`src/rtl/bbd_pkg.sv`:
```
// Shared types and constants of the bilinear Bayer demosaic block.
// Holds the input and output word layouts, the 3x3 window type and the per-pixel controls.
// No dependencies.
package bbd_pkg;

	localparam int MAX_WIDTH  = 4096;
	localparam int MAX_HEIGHT = 4096;
	localparam int SAMPLE_W   = 16;
	localparam int DIM_W      = 13;
	localparam int COL_W      = $clog2(MAX_WIDTH);
	localparam int ROW_W      = $clog2(MAX_HEIGHT + 1);
	localparam int CFG_IDX_W  = 2;

	// Configuration register indexes.
	localparam logic [CFG_IDX_W-1:0] REG_ROW_WIDTH    = 2'd0;
	localparam logic [CFG_IDX_W-1:0] REG_FRAME_HEIGHT = 2'd1;

	// Color site of a pixel, coded as {row odd, column odd}.
	localparam logic [1:0] SITE_R  = 2'b00;
	localparam logic [1:0] SITE_GR = 2'b01;
	localparam logic [1:0] SITE_GB = 2'b10;
	localparam logic [1:0] SITE_B  = 2'b11;

	typedef logic [SAMPLE_W-1:0] sample_t;

	typedef struct packed {
		sample_t sample;
		logic    pad;
	} in_word_t;

	typedef struct packed {
		sample_t red;
		sample_t green;
		sample_t blue;
		logic    frame_end;
	} out_word_t;

	// Window indexed [row][column]: row 0 is the upper line, column 2 the newest.
	typedef logic [2:0][2:0][SAMPLE_W-1:0] win_t;

	// Border and site information for one pixel computation.
	typedef struct packed {
		logic top;
		logic bottom;
		logic left;
		logic right;
		logic y_odd;
		logic x_odd;
		logic last;
	} pix_ctl_t;

endpackage

```
`src/rtl/bbd_pixel.sv`:
```
// Bilinear interpolation of one RGGB pixel from a 3x3 window.
// Zeroes out-of-frame neighbors and averages with truncation. Depends on bbd_pkg.
module bbd_pixel (
	input  bbd_pkg::win_t      win,
	input  bbd_pkg::pix_ctl_t  ctl,
	output bbd_pkg::out_word_t px
);
	import bbd_pkg::*;

	win_t              v;
	logic [SAMPLE_W+1:0] cross_sum;
	logic [SAMPLE_W+1:0] corner_sum;
	logic [SAMPLE_W:0]   horiz_sum;
	logic [SAMPLE_W:0]   vert_sum;
	sample_t           cross_avg;
	sample_t           corner_avg;
	sample_t           horiz_avg;
	sample_t           vert_avg;

	always_comb begin
		v = win;
		for (int k = 0; k < 3; k++) begin
			if (ctl.top) v[0][k] = '0;
			if (ctl.bottom) v[2][k] = '0;
			if (ctl.left) v[k][0] = '0;
			if (ctl.right) v[k][2] = '0;
		end
	end

	assign cross_sum  = (SAMPLE_W+2)'(v[1][0]) + (SAMPLE_W+2)'(v[1][2])
		+ (SAMPLE_W+2)'(v[0][1]) + (SAMPLE_W+2)'(v[2][1]);
	assign corner_sum = (SAMPLE_W+2)'(v[0][0]) + (SAMPLE_W+2)'(v[0][2])
		+ (SAMPLE_W+2)'(v[2][0]) + (SAMPLE_W+2)'(v[2][2]);
	assign horiz_sum  = (SAMPLE_W+1)'(v[1][0]) + (SAMPLE_W+1)'(v[1][2]);
	assign vert_sum   = (SAMPLE_W+1)'(v[0][1]) + (SAMPLE_W+1)'(v[2][1]);

	assign cross_avg  = cross_sum[SAMPLE_W+1:2];
	assign corner_avg = corner_sum[SAMPLE_W+1:2];
	assign horiz_avg  = horiz_sum[SAMPLE_W:1];
	assign vert_avg   = vert_sum[SAMPLE_W:1];

	always_comb begin
		px.frame_end = ctl.last;
		unique case ({ctl.y_odd, ctl.x_odd})
			SITE_R: begin
				px.red   = v[1][1];
				px.green = cross_avg;
				px.blue  = corner_avg;
			end
			SITE_GR: begin
				px.green = v[1][1];
				px.red   = horiz_avg;
				px.blue  = vert_avg;
			end
			SITE_GB: begin
				px.green = v[1][1];
				px.red   = vert_avg;
				px.blue  = horiz_avg;
			end
			default: begin
				px.blue  = v[1][1];
				px.green = cross_avg;
				px.red   = corner_avg;
			end
		endcase
	end

endmodule

```
`config.mk`:
```
export PLATFORM = sky130hd
export DESIGN_NAME = bbd_pixel
export DESIGN_NICKNAME = d
export VERILOG_FILES = /design/src/rtl/bbd_pkg.sv /design/src/rtl/bbd_pixel.sv
export SDC_FILE = /design/constraint.sdc
export NUM_CORES = 1
export LEC_CHECK = 0
export BUFFER_PORTS_ARGS = -buffer_cell sky130_fd_sc_hd__buf_4
export CAP_MARGIN = 20
export CORE_MARGIN = 2
export CORE_UTILIZATION = 40
export DETAILED_ROUTE_END_ITERATION = 10
export GPL_TIMING_DRIVEN = 0
export PLACE_DENSITY = 0.65
export REMOVE_ABC_BUFFERS = 1
export SLEW_MARGIN = 40
export SYNTH_ARGS = -nofsm -noshare
export SYNTH_HDL_FRONTEND = slang
export SYNTH_SLANG_ARGS = --single-unit
```
`constraint.sdc`:
```
create_clock -name vclk -period 8.4
set_input_delay 1.68 -clock vclk [all_inputs]
set_output_delay 1.68 -clock vclk [all_outputs]
set_load 0.02 [all_outputs]
```
==> key figures <==
Die
  • Initial core utilization: between 40 and 50%
  • Die footprint: between 15000 and 20000 µm²
  • Core Area: 15700 µm²
  • Die height: 130 µm
  • Die X: 130 µm
  • Site Rows: 46
  • Ports: 200

Drt
  • Wire length per cell: 15.2 µm
  • Routed Antenna Nets: 0
  • Routed WL: around 18000 µm
  • Vias: approximately 6.1k
  • DRC errors left: 0
  • Via-to-Cell Ratio: 5.07
  • Drt initial violations: roughly 290
  • First-pass iteration count of the detailed router: 4

GRT
  • Global routing's busiest layer: met2
  • Largest net degree at the start of global routing: 28
  • Number of global-route vias before repair: approximately 6.1k
  • Overall routing resource usage: a little over a fifth
  • Met3 usage: 1.48%
  • Aggregate global routing overflow: 0
  • First-pass GRT wire length: 28800 µm
  • Met2 Use GR: 36.9%
  • Met1 GRT Util: 29.5%
  • Initial antenna violation count: 0

Final layout
  • Final #Nets: 1261
  • Share of cells above drive strength 1: 25.7%
  • Clock buf count: 0
  • Layout area overhead: 26.4%
  • Post-Layout Inst Area: slightly above 8000 µm²
  • Final sequential cell count: 0
  • Register area: 0 µm²
  • Antenna fix cells: 0
  • Number of fill cells: 1577

Timing
  • Slew margin rel.: 56.2%
  • RSZ-0062 raised after global routing: false
  • Setup violations, final: 0
  • Worst-Margin Slew: 0.652 ns
  • Final worst-path cycle share: 94.5%
  • Hold Worst Slack: ~3.4 ns
  • Highest Clock Rate: 126 MHz
  • Period minus WS final: 7.93 ns
  • TNS Setup: 0 ns
  • Hold Fails Final Rpt: 0
  • Max Slew Vio Count: 0
  • Setup ws final: 0.466 ns

Yosys
  • Synth Cell Area: roughly 6400 µm²
  • Cells after synthesis: 810
  • Mapped Avg Cell Area: 7.86 µm²
  • Seq/Total Area, Yosys: 0%
  • Post-synthesis cell type count: 66
  • Yosys warning total: 0

Power
  • Pwr/cell area: approximately 90 nW/µm²
  • Leakage: 4.14 nW
  • Peak VDD IR: 38.7 µV

Critical path
  • Crit Path Max Fanout: 21
  • Required time worst endpoint: 6.72 ns
  • CP Launch Type: primary input
  • Nature of the critical path endpoint: output port
  • Worst EP arrival: 6.25 ns
  • CP Class: in -> out

Clock network
  • Post-CTS Setup Repair Bufs: 0
  • CTS hold repair buffers: 0
  • CTS resizes: 0

Min path
  • Hold crit path type: in -> out

Run status
  • Outcome: completed

Placement
  • Port bufs: 198
  • Placed inst area: 8050 µm²
  • DP Wirelength: 15900 µm
  • Pre-CTS worst setup slack: between 0.4 and 0.5 ns
  • GPL Wtd Cong: 0.875

Flow run
  • Max_cap viols: 0
-- where the power goes --
part	switching (mW)	total [mW]	leakage (nW)	internal (mW)
Clock	0	0	0	0
Combinational	0.384	0.713	4.14	0.329
Sequential	0	0	0	0
Total	0.384	0.713	4.14	0.329
-- synth_stat cells, drive strengths merged (8+ instances only) --
| cell type | number | share of area [%] |
|---|---|---|
| o21bai | 9 | 1.1 |
| a21oi | 38 | 3.1 |
| clkbuf | 20 | 1.2 |
| o21ai | 43 | 3.4 |
| nand2b | 26 | 2.6 |
| nor3 | 14 | 1.2 |
| mux4 | 27 | 9.6 |
| xnor2 | 30 | 4.1 |
| nor2b | 43 | 4.2 |
| a31oi | 9 | 0.98 |
| and2 | 47 | 4.6 |
| inv | 151 | 8.9 |
| o211ai | 8 | 1.0 |
| nor2 | 41 | 2.4 |
| a21o | 20 | 2.4 |
| nand2 | 55 | 3.2 |
| fa | 66 | 21 |
| nand3 | 10 | 0.79 |
| ha | 60 | 12 |
| xor2 | 19 | 2.6 |
-- worst max-delay path: stages --
cell and delay (ns):
buf_4 0.21, nor2_2 0.50, and2_1 0.24, fa_1 0.44, fa_1 0.49, nand3b_1 0.09
or3_1 0.34, fa_1 0.46, nor2b_1 0.16, o31a_2 0.20, o41ai_4 0.08, o2111ai_1 0.25
o211ai_2 0.16, o21ai_1 0.17, xnor2_1 0.11, mux4_2 0.49, buf_4 0.17
-- per-layer routing --
layer | vias to the layer above | wire (µm)
li1 | 3032 | -
met1 | 2861 | 8280
met2 | 162 | 8620
met3 | 18 | 897
met4 | 0 | 349
met5 | - | 0
-- cell type report --
cell class	count	area [µm²]	share of cell area [%]
multi-input combinational	631	5710	70.9
timing repair buffer	199	1500	18.7
tap	216	270	3.36
inverter	152	571	7.09
-- cells by family after synthesis --
group,after synthesis,synth area share [%]
AND/OR/NAND/NOR,263,22.2
buffers and inverters,179,10.8
AO/OA/AOI/OAI,159,16.9
adder cells (fa/ha/maj),126,32.6
XOR/XNOR,49,6.74
multiplexers,34,10.8
-- cell usage in the layout, fill, tap and decap left out, types with 30 or more instances in the layout --
cell     instances
a21oi_1         36
ha_1            60
buf_4          198
fa_1            66
xnor2_1         30
nand2_1         55
and2_1          47
inv_1          150
nor2_1          37
nor2b_1         43
-- path summary, 6_finish.rpt --
path | start | end | slack, ns | depth (start not counted)
setup / recovery | ctl[3] | px[14] | 0.47 | 17
hold / removal | ctl[0] | px[0] | 3.36 | 0
-- per-stage QoR --
stage / std cells / util, % / total power, mW
CTS: 1198 / 51.2 / 0.716
global route: 1198 / 51.2 / 0.788
finish: 1198 / 51.2 / 0.713
detailed placement: 1198 / 51.2 / 0.712
floorplan: 783 / - / 0.469
global placement: 1197 / 50.9 / 0.702
Note: power is estimated with default switching activity, not from simulation.
